$ cat config.mk
export PLATFORM = sky130hd
export DESIGN_NAME = i2c_master_byte_engine
export DESIGN_NICKNAME = d
export VERILOG_FILES = /design/src/rtl/i2cm_pkg.sv /design/src/rtl/i2c_master_byte_engine.sv /design/src/rtl/i2cm_core.sv /design/src/rtl/i2cm_out_reg.sv
export SDC_FILE = /design/constraint.sdc
export NUM_CORES = 1
export LEC_CHECK = 0
export ABC_AREA = 1
export BUFFER_PORTS_ARGS = -buffer_cell sky130_fd_sc_hd__clkbuf_2
export CAP_MARGIN = 20
export CORE_UTILIZATION = 40
export DETAILED_ROUTE_END_ITERATION = 10
export MAX_ROUTING_LAYER = met4
export PLACE_DENSITY = 0.66
export SLEW_MARGIN = 10
export SYNTH_ARGS = -nofsm -noshare
export SYNTH_HDL_FRONTEND = slang
export SYNTH_HIERARCHICAL = 1
export SYNTH_SLANG_ARGS = --single-unit
$ cat constraint.sdc
create_clock -name clk -period 3.33 [get_ports clk]
set_input_delay 0.666 -clock clk [delete_from_list [all_inputs] [get_ports clk]]
set_output_delay 0.666 -clock clk [all_outputs]
set_load 0.005 [all_outputs]
$ cat src/rtl/i2cm_pkg.sv
// Shared types and constants of the I2C master byte engine.
package i2cm_pkg;

	typedef enum logic [2:0] {
		OP_TICK  = 3'd0,
		OP_START = 3'd1,
		OP_WRITE = 3'd2,
		OP_READ  = 3'd3,
		OP_STOP  = 3'd4
	} op_t;

	typedef enum logic [2:0] {
		CMD_IDLE  = 3'd0,
		CMD_START = 3'd1,
		CMD_WRITE = 3'd2,
		CMD_READ  = 3'd3,
		CMD_STOP  = 3'd4
	} cmd_t;

	localparam logic [1:0]  PH_FIRST  = 2'd0;
	localparam logic [1:0]  PH_SECOND = 2'd1;
	localparam logic [1:0]  PH_SETUP  = 2'd2;
	localparam logic [1:0]  PH_HIGH   = 2'd3;
	localparam logic [3:0]  ACK_BIT   = 4'd8;
	localparam logic [15:0] PHASE_TICKS_RESET = 16'd200;

	typedef struct packed {
		logic [2:0] operation;
		logic [7:0] address;
		logic       read_mode;
		logic [7:0] data_byte;
		logic       ack_after;
		logic       sda_in;
	} item_t;

	typedef struct packed {
		logic       scl_release;
		logic       sda_release;
		logic       busy_res;
		logic       done_res;
		logic       ack_seen;
		logic [7:0] read_value;
		logic       error;
		logic       rejected;
	} result_t;

	typedef struct packed {
		cmd_t        cmd;
		logic [1:0]  phase;
		logic [3:0]  bits;
		logic [15:0] ticks;
		logic [7:0]  shift;
		logic        scl;
		logic        sda;
		logic        nack;
		logic        ack_choice;
		logic        ack_flag;
		logic [7:0]  rdval;
	} eng_state_t;

	localparam eng_state_t ENG_RESET = '{
		cmd: CMD_IDLE, phase: PH_FIRST, bits: 4'd0, ticks: 16'd0, shift: 8'd0,
		scl: 1'b1, sda: 1'b1, nack: 1'b0, ack_choice: 1'b0, ack_flag: 1'b0,
		rdval: 8'd0
	};

endpackage

$ cat src/rtl/i2c_master_byte_engine.sv
// I2C master byte engine (7-bit addressing): top level with input and result registers.
// Each input word is a tick or a command (start plus address, write byte, read byte,
// stop) and yields exactly one result word; a new word is accepted every cycle
// as long as the result side keeps up. An accepted word waits in the input
// register, and the result register loads its result once that register is free.
// Ticks advance the bus,
// one phase lasting phase_ticks ticks (0 acts as 1, reset 200). A NACK on an
// address or write byte sets a sticky error: later start/write/read commands
// complete at once with error set, while stop always runs and clears it.
// Commands that arrive while busy are reported as rejected. Write cfg_wdata via
// cfg_we only while no word is in flight; a write during a command applies from
// the next tick on.
module i2c_master_byte_engine import i2cm_pkg::*; (
	input  logic        clk,
	input  logic        arst_n,
	input  logic        cfg_we,
	input  logic [15:0] cfg_wdata,
	input  logic        in_valid,
	output logic        in_ready,
	input  logic [2:0]  operation,
	input  logic [7:0]  address,
	input  logic        read_mode,
	input  logic [7:0]  data_byte,
	input  logic        ack_after,
	input  logic        sda_in,
	output logic        out_valid,
	input  logic        out_ready,
	output logic        scl_release,
	output logic        sda_release,
	output logic        busy_res,
	output logic        done_res,
	output logic        ack_seen,
	output logic [7:0]  read_value,
	output logic        error,
	output logic        rejected
);

	logic [15:0] phase_ticks_q;
	logic        valid_s1;
	item_t       item_s1;
	logic        step;
	logic        out_free;
	result_t     res_core;
	result_t     res_q;

	assign step     = valid_s1 && out_free;
	assign in_ready = !valid_s1 || step;

	always_ff @(posedge clk or negedge arst_n) begin
		if (!arst_n) begin
			phase_ticks_q <= PHASE_TICKS_RESET;
		end else if (cfg_we) begin
			phase_ticks_q <= cfg_wdata;
		end
	end

	always_ff @(posedge clk or negedge arst_n) begin
		if (!arst_n) begin
			valid_s1 <= 1'b0;
		end else if (in_ready) begin
			valid_s1 <= in_valid;
		end
	end

	always_ff @(posedge clk) begin
		if (in_ready && in_valid) begin
			item_s1 <= '{operation: operation, address: address, read_mode: read_mode,
				data_byte: data_byte, ack_after: ack_after, sda_in: sda_in};
		end
	end

	i2cm_core u_core (
		.clk         (clk),
		.arst_n      (arst_n),
		.step        (step),
		.item        (item_s1),
		.phase_ticks (phase_ticks_q),
		.res         (res_core)
	);

	i2cm_out_reg u_out (
		.clk       (clk),
		.arst_n    (arst_n),
		.load      (step),
		.res_in    (res_core),
		.out_ready (out_ready),
		.free      (out_free),
		.out_valid (out_valid),
		.res_out   (res_q)
	);

	assign scl_release = res_q.scl_release;
	assign sda_release = res_q.sda_release;
	assign busy_res    = res_q.busy_res;
	assign done_res    = res_q.done_res;
	assign ack_seen    = res_q.ack_seen;
	assign read_value  = res_q.read_value;
	assign error       = res_q.error;
	assign rejected    = res_q.rejected;

endmodule

$ cat src/rtl/i2cm_core.sv
// Bus sequencer: engine state registers and the per-word next-state logic.
module i2cm_core import i2cm_pkg::*; (
	input  logic        clk,
	input  logic        arst_n,
	input  logic        step,
	input  item_t       item,
	input  logic [15:0] phase_ticks,
	output result_t     res
);

	eng_state_t cur_q;
	eng_state_t nxt;

	// Drive SCL low and put the next bit (or ack) on SDA.
	function automatic eng_state_t begin_bit(eng_state_t s);
		eng_state_t r;
		r = s;
		r.scl = 1'b0;
		if (s.cmd == CMD_READ) begin
			r.sda = (s.bits >= ACK_BIT) ? ~s.ack_choice : 1'b1;
		end else begin
			r.sda = (s.bits >= ACK_BIT) ? 1'b1 : s.shift[7];
		end
		r.phase = PH_SETUP;
		return r;
	endfunction

	always_comb begin
		logic        done;
		logic        rej;
		logic        cleared;
		logic        fin;
		logic [15:0] limit;
		logic [7:0]  addr;
		nxt     = cur_q;
		done    = 1'b0;
		rej     = 1'b0;
		cleared = 1'b0;
		fin     = 1'b0;
		limit   = (phase_ticks == 16'd0) ? 16'd1 : phase_ticks;
		addr    = item.address[7] ? {1'b0, item.address[7:1]} : item.address;
		unique case (op_t'(item.operation))
			OP_START, OP_WRITE, OP_READ, OP_STOP: begin
				if (cur_q.cmd != CMD_IDLE) begin
					rej = 1'b1;
				end else if (op_t'(item.operation) != OP_STOP && cur_q.nack) begin
					done = 1'b1;
				end else begin
					nxt.cmd   = cmd_t'(item.operation);
					nxt.ticks = 16'd0;
					nxt.bits  = 4'd0;
					unique case (op_t'(item.operation))
						OP_START: begin
							nxt.shift = {addr[6:0], item.read_mode};
							nxt.scl   = 1'b1;
							nxt.sda   = 1'b1;
							nxt.phase = PH_FIRST;
						end
						OP_WRITE: begin
							nxt.shift = item.data_byte;
							nxt = begin_bit(nxt);
						end
						OP_READ: begin
							nxt.shift      = 8'd0;
							nxt.ack_choice = item.ack_after;
							nxt = begin_bit(nxt);
						end
						default: begin
							nxt.sda   = 1'b0;
							nxt.phase = PH_FIRST;
						end
					endcase
				end
			end
			OP_TICK: begin
				if (cur_q.cmd != CMD_IDLE) begin
					nxt.ticks = cur_q.ticks + 16'd1;
					if (nxt.ticks >= limit) begin
						nxt.ticks = 16'd0;
						if (cur_q.cmd == CMD_STOP) begin
							unique case (cur_q.phase)
								PH_FIRST: begin
									nxt.scl   = 1'b1;
									nxt.phase = PH_SECOND;
								end
								PH_SECOND: begin
									nxt.sda   = 1'b1;
									nxt.phase = PH_SETUP;
								end
								default: fin = 1'b1;
							endcase
						end else begin
							unique case (cur_q.phase)
								PH_FIRST: begin
									nxt.sda   = 1'b0;
									nxt.phase = PH_SECOND;
								end
								PH_SECOND: begin
									nxt.bits = 4'd0;
									nxt = begin_bit(nxt);
								end
								PH_SETUP: begin
									nxt.scl   = 1'b1;
									nxt.phase = PH_HIGH;
								end
								default: begin
									nxt.scl = 1'b0;
									if (cur_q.bits < ACK_BIT) begin
										nxt.shift = (cur_q.cmd == CMD_READ) ?
											{cur_q.shift[6:0], item.sda_in} :
											{cur_q.shift[6:0], 1'b0};
										nxt.bits = cur_q.bits + 4'd1;
										nxt = begin_bit(nxt);
									end else begin
										fin = 1'b1;
										if (cur_q.cmd == CMD_READ) begin
											nxt.rdval = cur_q.shift;
										end else begin
											nxt.ack_flag = ~item.sda_in;
											if (item.sda_in) begin
												nxt.nack = 1'b1;
											end
										end
									end
								end
							endcase
						end
						if (fin) begin
							done      = 1'b1;
							cleared   = (cur_q.cmd == CMD_STOP);
							nxt.cmd   = CMD_IDLE;
							nxt.phase = PH_FIRST;
							nxt.bits  = 4'd0;
						end
					end
				end
			end
			default: ;
		endcase

		// error shows the flag before a completed stop clears it
		res.scl_release = nxt.scl;
		res.sda_release = nxt.sda;
		res.busy_res    = (nxt.cmd != CMD_IDLE);
		res.done_res    = done;
		res.ack_seen    = nxt.ack_flag;
		res.read_value  = nxt.rdval;
		res.error       = nxt.nack;
		res.rejected    = rej;
		if (cleared) begin
			nxt.nack = 1'b0;
		end
	end

	always_ff @(posedge clk or negedge arst_n) begin
		if (!arst_n) begin
			cur_q <= ENG_RESET;
		end else if (step) begin
			cur_q <= nxt;
		end
	end

endmodule

$ cat src/rtl/i2cm_out_reg.sv
// Result register of the output channel.
module i2cm_out_reg import i2cm_pkg::*; (
	input  logic    clk,
	input  logic    arst_n,
	input  logic    load,
	input  result_t res_in,
	input  logic    out_ready,
	output logic    free,
	output logic    out_valid,
	output result_t res_out
);

	logic    valid_q;
	result_t res_q;

	assign free      = !valid_q || out_ready;
	assign out_valid = valid_q;
	assign res_out   = res_q;

	always_ff @(posedge clk or negedge arst_n) begin
		if (!arst_n) begin
			valid_q <= 1'b0;
		end else if (free) begin
			valid_q <= load;
		end
	end

	always_ff @(posedge clk) begin
		if (load) begin
			res_q <= res_in;
		end
	end

endmodule

==> Word level (Yosys, flattened, before mapping) <==
Index checks and enable logic that the tools add are counted.
{ "totals": {"regBits": 101, "output_inout_bits": 17} }
{ "classes": {"n_mux": 55, "bitwise_logic": 5, "eq_ne": 23, "n_reduce_logical": 24, "order_cmp": 3, "add_sub_neg": 2} }
{ "op_table": {"columns": ["operator", "n"], "rows": [
  ["two-way mux 46 bit", 4],
  ["one-hot mux 46 bit (2 select lines)", 1],
  ["one-hot mux 28 bit (2 select lines)", 1],
  ["two-way mux 32 bit", 1],
  ["two-way mux 1 bit", 29],
  ["two-way mux 28 bit", 1],
  ["one-hot mux 9 bit (3 select lines)", 1],
  ["two-way mux 11 bit", 2],
  ["two-way mux 9 bit", 2],
  ["adder 16 x 1 -> 16 bit (second input constant)", 1],
  ["greater-or-equal comparator 16 bit", 1],
  ["logical NOT 16 bit", 1],
  ["two-way mux 16 bit", 1],
  ["AND reduction 11 bit", 1],
  ["two-way mux 10 bit", 1],
  ["inequality test 2 bit (second input constant)", 5],
  ["equality test 3 x 2 -> 1 bit (second input constant)", 3],
  ["AND reduction 9 bit", 1],
  ["two-way mux 8 bit", 1],
  ["AND reduction 8 bit", 1],
  ["OR reduction 2 bit", 4],
  ["two-way mux 7 bit", 1],
  ["equality test 3 bit (second input constant)", 2],
  ["two-way mux 2 bit", 3],
  ["other kinds (29)", 43]
]} }

==> Longest topological paths before layout <==
Gate-level depths: netlist of the first run.
{ "depth": {"word_depth": 12, "mapped_depth": 25, "depth_no_buf": 25} }

==> By module <==
The synthesis of the first run kept the hierarchy.
{ "by_module_without_submodules": {"columns": ["module", "area_each_um2", "instances", "seq_area_each_um2", "cells_per_inst"], "rows": [
  ["i2cm_core", 4267.8, 1, 1153.6, 631],
  ["i2c_master_byte_engine", 1366.3, 1, 1089.8, 97],
  ["i2cm_out_reg", 495.5, 1, 475.5, 20]
]} }

==> Least setup slack after synthesis of the first run <==
OpenSTA, ideal clock, no wires.
{ "synth_path": {"kind": "register to register", "startpoint": "reg u_core/cur_q[21] in the netlist's numbering", "endpoint": "reg, netlist name u_out/res_out[10]", "arrival_time_ns": 2.728, "path_stages_with_launch": 19, "slack_ns": 0.351, "cell_sequence": "dfrtp_1 ha_1 nand2_1 nor2_1 nand3_1 nor2_1 nand3_1 xor2_1 inv_1 ha_1 nand2_1 nor3_1 nand2_1 nand2_2 nand2_2 nor2_2 nand3_1 a21boi_0 buf_4"} }
{ "synth_rtl": {"columns": ["element", "line_no", "source"], "rows": [
  ["start, declared", "i2cm_core.sv:11", "eng_state_t cur_q;"],
  ["start signal, assigned", "i2cm_core.sv:159", "cur_q <= nxt;"]
]} }

==> impl_metrics.ini, run 1 <==
[sta]
fin_worst_skew_ns = 0.00752
slew_headroom_pct = 51.4
fin_crit_ns = 3.13
setup_viol = 0
maxSlewViolCount = 0
rsz0062_at_grt = yes
finalHoldViolCount = 0
tightest_slew_ns = 0.729
timing.fmax_ghz = 0.320
post-route-period-util_pct = 93.9

[setup_path]
cp_max_fo = 5
cp.arrival_ns = 3.21
crit_required_ns = 3.41
worstSetupStartpointType = flip-flop
reg2regPathDepth = 20
endpoint_kind = flip-flop
critPathKind = flip-flop to flip-flop

[grt]
use_met2_pct = 25.0
antenna_found_initial = 0
grt_pass1_vias = 4418
grt_max_degree = 36
use_met1_pct = 26.5
overflow = 0
top_usage_layer = met1
met3_usage_pct = 2.63
grt_pass1_wl_um = 21900
grtUsageTotal_pct = 18.1

[synth]
synth_cells = 748
ys_ff_latch = 101
synth_edf_count = 37
syn_avg_cell_area_um2 = 8.19
yosys_most_used_dff = dfrtp_1
synthesis.nets = 814
ys_seq_area_share_pct = 44.4
async_flop_share_pct = 63.4
synth_area_um2 = 6130
synth_cell_types = 48
ys_warn_count = 6

[power_and_ir_drop]
p_leak_nw = 3.42
total_power_w = 0.00379
switching_share_pct = 34.4
p_int_w = 0.00248
switchingPower_w = 0.00130
clockPowerShare_pct = 27.7
power_frac_comb_pct = 27.0
ir_worst_vdd_mv = 0.303
seqPwrFrac_pct = 45.3
p_per_area_nw_per_um2 = 544

[layout]
num_antenna_cells = 0
instances_no_fill = 998
mostFrequentLayoutCell = nand2_1
nNetsFinal = 875
syn_to_final_growth_pct = 13.6
drive_gt1_share_pct = 21.9
fill_cells = 1455
layout_common_cells = nand2_1 (207), inv_1 (107), clkbuf_2 (58), dfrtp_1 (58), o21ai_0 (51)

[cts]
clk_pin_slew_ns = 0.07
cts_tree = built
clock_latency_ns = 0.35
cts_buffers = 9
cts_num_sinks = 101
cts_max_level = 3
cts-root-buf = clkbuf_16
clockBufferDepth = 2

[floorplan]
die_w_um = 126
initial_core_util_pct = 41.5
die_y_um = 126
ioPinCount = 60
die_area_um2 = 15800
core_um2 = 14800
core.rowCount = 44

[drt]
wl_per_cell_um = 13.2
firstDrtPassIters = 5
avgViaCountPerCell = 4.90
wirelength_um = 13200
drc = 0
drtAntennaViolNets = 0
vias = 4892
drt_iter0_markers = 386

[placement]
place.gp.congestion = 0.916
io_buffers = 59
dp_cells = 972
dp_hpwl_um = 9390

[flow_run]
cap_violations = 0

[status]
status = finished clean

[hold_path]
hold_class = primary input to async pin
==> critical path: stages, from the launching register on <==
cell and delay, ns:
dfrtp_2 0.43, nand3_2 0.10, nor2_1 0.11, nand2_1 0.09, nor2_2 0.13, nand2_2 0.10, nor2_4 0.12, inv_1 0.07
o21ai_0 0.17, nand2_1 0.13, inv_1 0.09, ha_1 0.24, a21oi_1 0.16, o21ai_1 0.09, a21oi_2 0.21, buf_4 0.16
nand2_2 0.09, nand3b_1 0.14, nand2_1 0.06, nand2_1 0.06, nand2_1 0.10
==> stage by stage <==
| step | area [um2] | setup slack, ns | hold slack [ns] | setup TNS (ns) | util (%) |
|---|---|---|---|---|---|
| finish | 6970 | 0.202 | 0.371 | 0 | 47.2 |
| detailed placement | 6550 | 0.0974 | 0.471 | 0 | 44.4 |
| global placement | 6550 | 0.185 | 0.465 | 0 | 44.4 |
| floorplan | 6130 | 0.351 | 0.370 | 0 | - |
| CTS | 6840 | 0.0706 | 0.387 | 0 | 46.4 |
| global route | 6970 | -0.0471 | 0.426 | -0.351 | 47.2 |
==> metal layers <==
layer | vias up | wire, um
li1 | 2529 | -
met5 | - | 0
met4 | 0 | 264
met2 | 146 | 5600
met1 | 2198 | 6620
met3 | 19 | 696
==> flip-flops by register name, indices dropped and copies added, names as in the netlist <==
signal and count:
item_s1 22, phase_ticks_q 16, u_core/cur_q 46, valid_s1 1, u_out/res_out 15, u_out/out_valid 1
==> cells in the mapped netlist (2+ instances only) <==
cell type | n | area, um2
nor2_4 | 8 | 90.1
clkinv_1 | 2 | 7.51
nand3_2 | 12 | 120
buf_6 | 5 | 56.3
xor2_1 | 8 | 70.1
nand2_2 | 11 | 68.8
nand4_1 | 8 | 50.1
nand2_4 | 4 | 45.0
a21oi_1 | 23 | 115
nand2_1 | 209 | 785
buf_4 | 11 | 82.6
dfstp_2 | 5 | 131
inv_2 | 3 | 11.3
edfxtp_1 | 37 | 1110
a22oi_1 | 2 | 15.0
inv_1 | 109 | 409
clkbuf_1 | 5 | 18.8
nor4_1 | 5 | 31.3
o21ai_2 | 6 | 52.6
nor2_1 | 50 | 188
dfrtp_1 | 59 | 1480
ha_1 | 23 | 288
buf_2 | 5 | 25.0
nor3_2 | 3 | 30.0
a32oi_1 | 4 | 35.0
nor3_1 | 5 | 25.0
o21ai_0 | 55 | 275
nand3_1 | 35 | 175
o22ai_2 | 8 | 100
nor2_2 | 6 | 37.5
o21ai_1 | 5 | 25.0
==> layout make-up <==
type | count | area (um2) | share of cell area [%]
clock inverters | 5 | 58.8 | 0.844
clock buffers | 11 | 233 | 3.34
multi-input cells | 505 | 2840 | 40.8
well taps | 184 | 230 | 3.31
inverters | 116 | 447 | 6.41
flip-flops and latches | 101 | 2720 | 39.1
repair buffers | 76 | 435 | 6.25
==> path summary, 6_finish.rpt <==
path	startpoint	to	slack, ns
max in group asynchronous	arst_n	u_core/cur_q[11]	2.25
max	u_core/cur_q[21]	u_out/res_out[13]	0.20
min in group clk	phase_ticks_q[6]	phase_ticks_q[6]	0.49
min	arst_n	u_core/cur_q[27]	0.37
min reg2reg	phase_ticks_q[6]	phase_ticks_q[6]	0.49
max reg2reg	u_core/cur_q[21]	u_out/res_out[13]	0.20
==> power by group through the flow <==
stage,registers (W),logic (W),clock network [W]
finish,0.00172,0.00102,0.00105
global route,0.00175,0.00117,0.00113
CTS,0.00171,0.00101,0.00108
detailed placement,0.00173,0.00100,0
global placement,0.00173,0.000986,0
floorplan,0.00168,0.000811,0
==> cell families (layout without fill, tap and decap cells) <==
kind of cell	count (synthesis)	in the layout	synth area share (%)
AOI/OAI and AO/OA	110	110	11.1
and+or+nand+nor	359	361	27.6
DFF	101	101	44.4
xor gates and xnor gates	10	10	1.55
buffers and inverters	144	208	10.3
muxes	1	1	0.367
adders and majority gates	23	23	4.69
==> timing repair <==
item	4_1_cts	5_1_grt
endpoints found under the setup margin	0	54
endpoints found under the hold margin	0	0
gates resized for setup	0	20
hold buffers	0	0
setup buffers	0	8
No activity file was read; power rests on OpenSTA's default activity.
==> run 2, diff against run 1 <==
ABC_AREA = not set   (was 1)
==> run 2 against run 1 <==
  * Die area is 9.0% lower
  * Cell count fell by 27%
  * Worst hold slack lost 0.090 ns
  * Setup slack worse by 0.11 ns
  * Via count is 19% lower
  * First-iteration DRC count is 19% lower
  * Sequential cell count unchanged
  * Sequential share of layout area rose by 2.5 points
  * Non-clock buffer count up 18
==> impl_metrics.ini, run 2 <==
[drt]
drt_iter0_markers = 313
wl_met2_um = 5810
wl_per_cell_um = 16.5
top_layer = met4
drtAntennaViolNets = 0
drc = 0
avgViaCountPerCell = 5.40
firstDrtPassIters = 4
vias = 3950
met1_length_um = 5550
wirelength_um = 12100
routed-wl-met3_um = 516

[placement]
place.gp.congestion = 0.889
dp_cells = 707
preCtsSetupSlack_ns = -0.0219
placed_area_um2 = 6080
dp_hpwl_um = 8660
io_buffers = 59

[floorplan]
die_w_um = 120
ioPinCount = 60
core_um2 = 13400
initial_core_util_pct = 41.5
die_y_um = 120
die_area_um2 = 14400
core.rowCount = 42

[setup_path]
worstSetupStartpointType = flip-flop
cp_max_fo = 8
reg2reg_slack_ns = 0.09
cp.arrival_ns = 3.35
critPathKind = flip-flop to flip-flop
endpoint_kind = flip-flop
crit_required_ns = 3.44

[power_and_ir_drop]
ir_worst_vdd_mv = 0.327
p_per_area_nw_per_um2 = 514
p_leak_nw = 2.92

[layout]
mostFrequentLayoutCell = clkbuf_2
nNetsFinal = 617
regMostFlops = u_core/cur_q
instances_no_fill = 732
num_antenna_cells = 0
finish.utilization_pct = 48.9
final_area_um2 = 6560
fill_cells = 1212
syn_to_final_growth_pct = 17.8
largest_reg_flops = 46
layout_common_cells = clkbuf_2 (59), dfrtp_1 (56), edfxtp_1 (37)
drive_gt1_share_pct = 31.3
reg.largest.list = u_core/cur_q: 46 flops, item_s1: 22 flops, phase_ticks_q: 16 flops

[synth]
synth_edf_count = 37
synth_most_common_cell = dfrtp_1
synth_area_um2 = 5570
ys_seq_area_share_pct = 48.8
synth_top_cell_area_share_pct = 26.5
ys_warn_count = 6
synth_common_cells = dfrtp_1 (59), edfxtp_1 (37), nor2_1 (30)
ys_ff_latch = 101
async_flop_share_pct = 63.4
synth_cell_types = 71
synth_top_cell_by_area = dfrtp_1
syn_avg_cell_area_um2 = 11.6
synthTopCellsByArea = dfrtp_1 (27%), edfxtp_1 (20%), ha_1 (5.2%)
yosys_most_used_dff = dfrtp_1
synth_cells = 478
synthesis.nets = 544

[cts]
clock_latency_ns = 0.36
cts_num_sinks = 101
clk_pin_slew_ns = 0.08
cts_buffers = 9
clockBufferDepth = 2
cts_tree = built
cts_max_level = 3
cts-root-buf = clkbuf_16

[sta]
rsz0062_at_grt = yes
slew_headroom_pct = 39.4
fin_worst_skew_ns = 0.0112
setup_viol = 0
tightest_slew_ns = 0.909
maxSlewViolCount = 0
finalSetupTns_ns = 0
finalHoldViolCount = 0
timing.fmax_ghz = 0.309
layout_setup_ws_ns = 0.0926
fin_crit_ns = 3.24
post-route-period-util_pct = 97.2

[grt]
grt_pass1_vias = 4016
grt_max_degree = 40
antenna_found_initial = 0
grt_pass1_wl_um = 20300
grtUsageTotal_pct = 18.6
overflow = 0

[hold_path]
hold_class = primary input to async pin

[flow_run]
cap_violations = 0

[status]
status = finished clean
-- run 2: cell count changes in the layout (fill, tap and decap cells not counted), moves of 14 or more --
cell     change
o21ai_0     -43
nand2_1    -187
nand2_2     -14
buf_4       +16
nand3_1     -26
mux2_2      +17
a31oi_1     +22
inv_1       -78
nor2_1      -20
-- run 2: kinds of logic after synthesis --
logic type	Yosys count	synth area share, %
AO/OA/AOI/OAI	102	13.3
AND/OR/NAND/NOR	122	12.7
buffers and inverters	61	6.29
flip-flops	101	48.8
adder cells (fa/ha/maj)	23	5.17
XOR/XNOR	14	2.20
multiplexers	55	11.5
-- run 2: metal layers --
layer / GRT usage (%) / up-vias
li1: - / 1912
met1: 23.7 / 1917
met2: 28.9 / 104
met3: 4.61 / 17
met4: 5.86 / 0
met5: - / -
-- run 2: final timing paths --
| check | cells after the start | endpoint | startpoint |
|---|---|---|---|
| max | 12 | u_out/res_out[7] | u_core/cur_q[25] |
| min | 1 | u_core/cur_q[10] | arst_n |
| max reg2reg | 12 | u_out/res_out[7] | u_core/cur_q[25] |
| min reg2reg | 1 | u_core/cur_q[9] | item_s1[1] |
| max in group asynchronous | 3 | u_core/cur_q[5] | arst_n |
| min in group clk | 1 | u_core/cur_q[9] | item_s1[1] |
-- run 2: where the power goes --
| part | switching (W) | internal [W] | total (W) |
|---|---|---|---|
| clock | 0.000526 | 0.000627 | 0.00115 |
| combinational | 0.000361 | 0.000276 | 0.000637 |
| sequential | 0.000132 | 0.00145 | 0.00158 |
| total | 0.00102 | 0.00235 | 0.00337 |
-- run 2: stage by stage --
stage | hold WS [ns] | power, W
global placement | 0.460 | 0.00221
floorplan | 0.370 | 0.00202
detailed placement | 0.453 | 0.00223
global route | 0.313 | 0.00355
CTS | 0.462 | 0.00340
finish | 0.281 | 0.00337
-- run 2: cell type report --
class	count	area [um2]	share of cell area, %
timing repair buffer	94	586	8.93
tap	176	220	3.36
inverter	29	109	1.66
sequential	101	2720	41.5
clock inverter	5	66.3	1.01
multi-input combinational	316	2580	39.3
clock buffer	11	275	4.20
-- run 2: critical path: stages (launching register included) --
cell and delay, ns:
dfrtp_1 0.36, and3_4 0.22, nand3_4 0.11, nor2_2 0.15, and3_1 0.22, xor2_1 0.10, ha_1 0.31, nand4_1 0.13
or2_0 0.22, o41a_1 0.47, nand3_4 0.16, nand3_4 0.16, mux2_1 0.36
-- run 2: repair_timing --
action	4_1_cts	5_1_grt
setup buffers	5	3
gates resized for setup	6	7
endpoints found under the setup margin	9	52
hold endpoints to repair	0	0
pin swaps	4	5
hold buffers	0	0
==> run 3, diff against run 2 <==
PLACE_DENSITY = not set   (was 0.66)
==> run 3 against run 2 <==
  * Critical path depth stayed put
  * Clock power is 7% lower
  * First-iteration DRC count is 26% lower
  * Via count is 0.46% lower
  * Clock skew hardly changed
  * Setup slack better by 0.017 ns
  * Register-to-register slack better by 0.02 ns
  * Die area stayed put
  * Critical path type unchanged
  * Critical endpoint unchanged
==> impl_metrics.ini, run 3 (same netlist as run 2, synthesis figures left out) <==
[layout]
regMostFlops = u_core/cur_q
reg.largest.list = u_core/cur_q: 46 flops, item_s1: 22 flops, phase_ticks_q: 16 flops
layout_common_cells = clkbuf_2 (59), dfrtp_1 (57), edfxtp_1 (37)
instances_no_fill = 729
largest_reg_flops = 46
drive_gt1_share_pct = 32.9
syn_to_final_growth_pct = 17.4
final_area_um2 = 6540
nNetsFinal = 614
mostFrequentLayoutCell = clkbuf_2
num_antenna_cells = 0

[drt]
drt_iter0_markers = 233
wl_per_cell_um = 16.8
vias = 3932
firstDrtPassIters = 4
drtAntennaViolNets = 0
wirelength_um = 12200
drc = 0
avgViaCountPerCell = 5.39

[status]
status = finished clean

[sta]
finalHoldViolCount = 0
fin_worst_skew_ns = 0.0108
layout_setup_ws_ns = 0.110
timing.fmax_ghz = 0.311
maxSlewViolCount = 0
rsz0062_at_grt = yes
fin_crit_ns = 3.22
post-route-period-util_pct = 96.7
tightest_slew_ns = 0.942
setup_viol = 0
slew_headroom_pct = 37.2
finalSetupTns_ns = 0

[power_and_ir_drop]
switchingPower_w = 0.00103
ir_worst_vdd_mv = 0.290
p_per_area_nw_per_um2 = 509
switching_share_pct = 30.9
total_power_w = 0.00333
seqPwrFrac_pct = 47.6
p_int_w = 0.00230
power_frac_comb_pct = 20.2
clockPowerShare_pct = 32.2
p_leak_nw = 2.90

[floorplan]
die_area_um2 = 14400
die_w_um = 120
ioPinCount = 60
core_um2 = 13400
die_y_um = 120
core.rowCount = 42
initial_core_util_pct = 41.5

[grt]
overflow = 0
grt_max_degree = 65
antenna_found_initial = 0
grtUsageTotal_pct = 18.6
grt_pass1_wl_um = 20200
grt_pass1_vias = 4008

[cts]
cts_max_level = 3
clk_pin_slew_ns = 0.08
cts_num_sinks = 101
cts_tree = built
cts.hold.buffers_added = 0
clockBufferDepth = 2
clock_latency_ns = 0.36
cts_buffers = 9
cts-root-buf = clkbuf_16

[setup_path]
crit_required_ns = 3.44
cpMaxStageDelayCell = o41a_1
worstSetupStartpointType = flip-flop
endpoint_kind = flip-flop
path_buf_inv = 0
cp_max_fo = 8
cp.arrival_ns = 3.33
critPathTopFamily = simple AND/OR/NAND/NOR gates
worstPathCellList = and3_4 > nand3_4 > nor2_2 > and3_1 > xor2_1 > ha_1 > nand4_1 > or2_0 > o41a_1 > nand3_4 > nand3_4 > mux2_4
crit_top_cell = nand3_4
slowest_delay_ns = 0.41
critPathKind = flip-flop to flip-flop

[placement]
placed_area_um2 = 6100
dp_hpwl_um = 8610
dp_cells = 707
preCtsSetupSlack_ns = -0.0192
place.gp.congestion = 0.849
io_buffers = 59

[flow_run]
cap_violations = 0

[hold_path]
hold_class = primary input to flip-flop
run 3: power by group through the flow:
stage	registers [W]	clock network, W	logic (W)
2_1_floorplan	0.00157	0	0.000450
3_3_place_gp	0.00160	0	0.000643
3_5_place_dp	0.00161	0	0.000661
4_1_cts	0.00158	0.00111	0.000667
5_1_grt	0.00161	0.00115	0.000742
6_report	0.00159	0.00107	0.000671
run 3: worst reg2reg max path: stages, from the launching register on:
cell and delay, ns:
dfrtp_1 0.38, and3_4 0.23, nand3_4 0.11, nor2_2 0.15
and3_1 0.21, xor2_1 0.09, ha_1 0.31, nand4_1 0.13
or2_0 0.23, o41a_1 0.41, nand3_4 0.18, nand3_4 0.18
mux2_4 0.35
run 3: stage by stage:
step	hold slack, ns	utilization [%]
floorplan	0.370	-
global placement	0.446	45.5
detailed placement	0.463	45.5
CTS	0.457	47.8
global route	0.453	48.8
finish	0.470	48.8
run 3: final timing paths:
path / slack, ns / startpoint / cells after the start / end
setup reg to reg: 0.11 / u_core/cur_q[25] / 12 / u_out/res_out[7]
setup / recovery: 0.11 / u_core/cur_q[25] / 12 / u_out/res_out[7]
min in group asynchronous: 0.49 / arst_n / 2 / u_core/cur_q[32]
hold / removal: 0.47 / address[4] / 1 / item_s1[15]
max in group asynchronous: 2.25 / arst_n / 2 / u_core/cur_q[28]
hold reg to reg: 0.47 / item_s1[1] / 1 / u_core/cur_q[9]
run 3: cell type report:
class                           instances  area [um2]
Clock buffer                           10         239
Clock inverter                          6        58.8
Fill cell                            1219        6870
Inverter                               29         109
Multi-Input combinational cell        316        2630
Sequential cell                       101        2720
Tap cell                              176         220
Timing Repair Buffer                   91         556
run 3: repair_timing:
action / 4_1_cts / 5_1_grt
endpoints found under the setup margin: 11 / 44
pin swaps: 1 / 12
buffers inserted: 2 / 4
cloned: 0 / 0
hold endpoints to repair: 0 / 0
resized for setup: 1 / 25
run 3: per-layer routing:
metal | GRT usage, % | part of all wire (%) | up-vias
met5 | - | 0 | -
met4 | 5.47 | 1.6 | 0
met3 | 4.85 | 4.9 | 16
met2 | 30.1 | 49 | 97
met1 | 22.9 | 45 | 1913
li1 | - | - | 1906
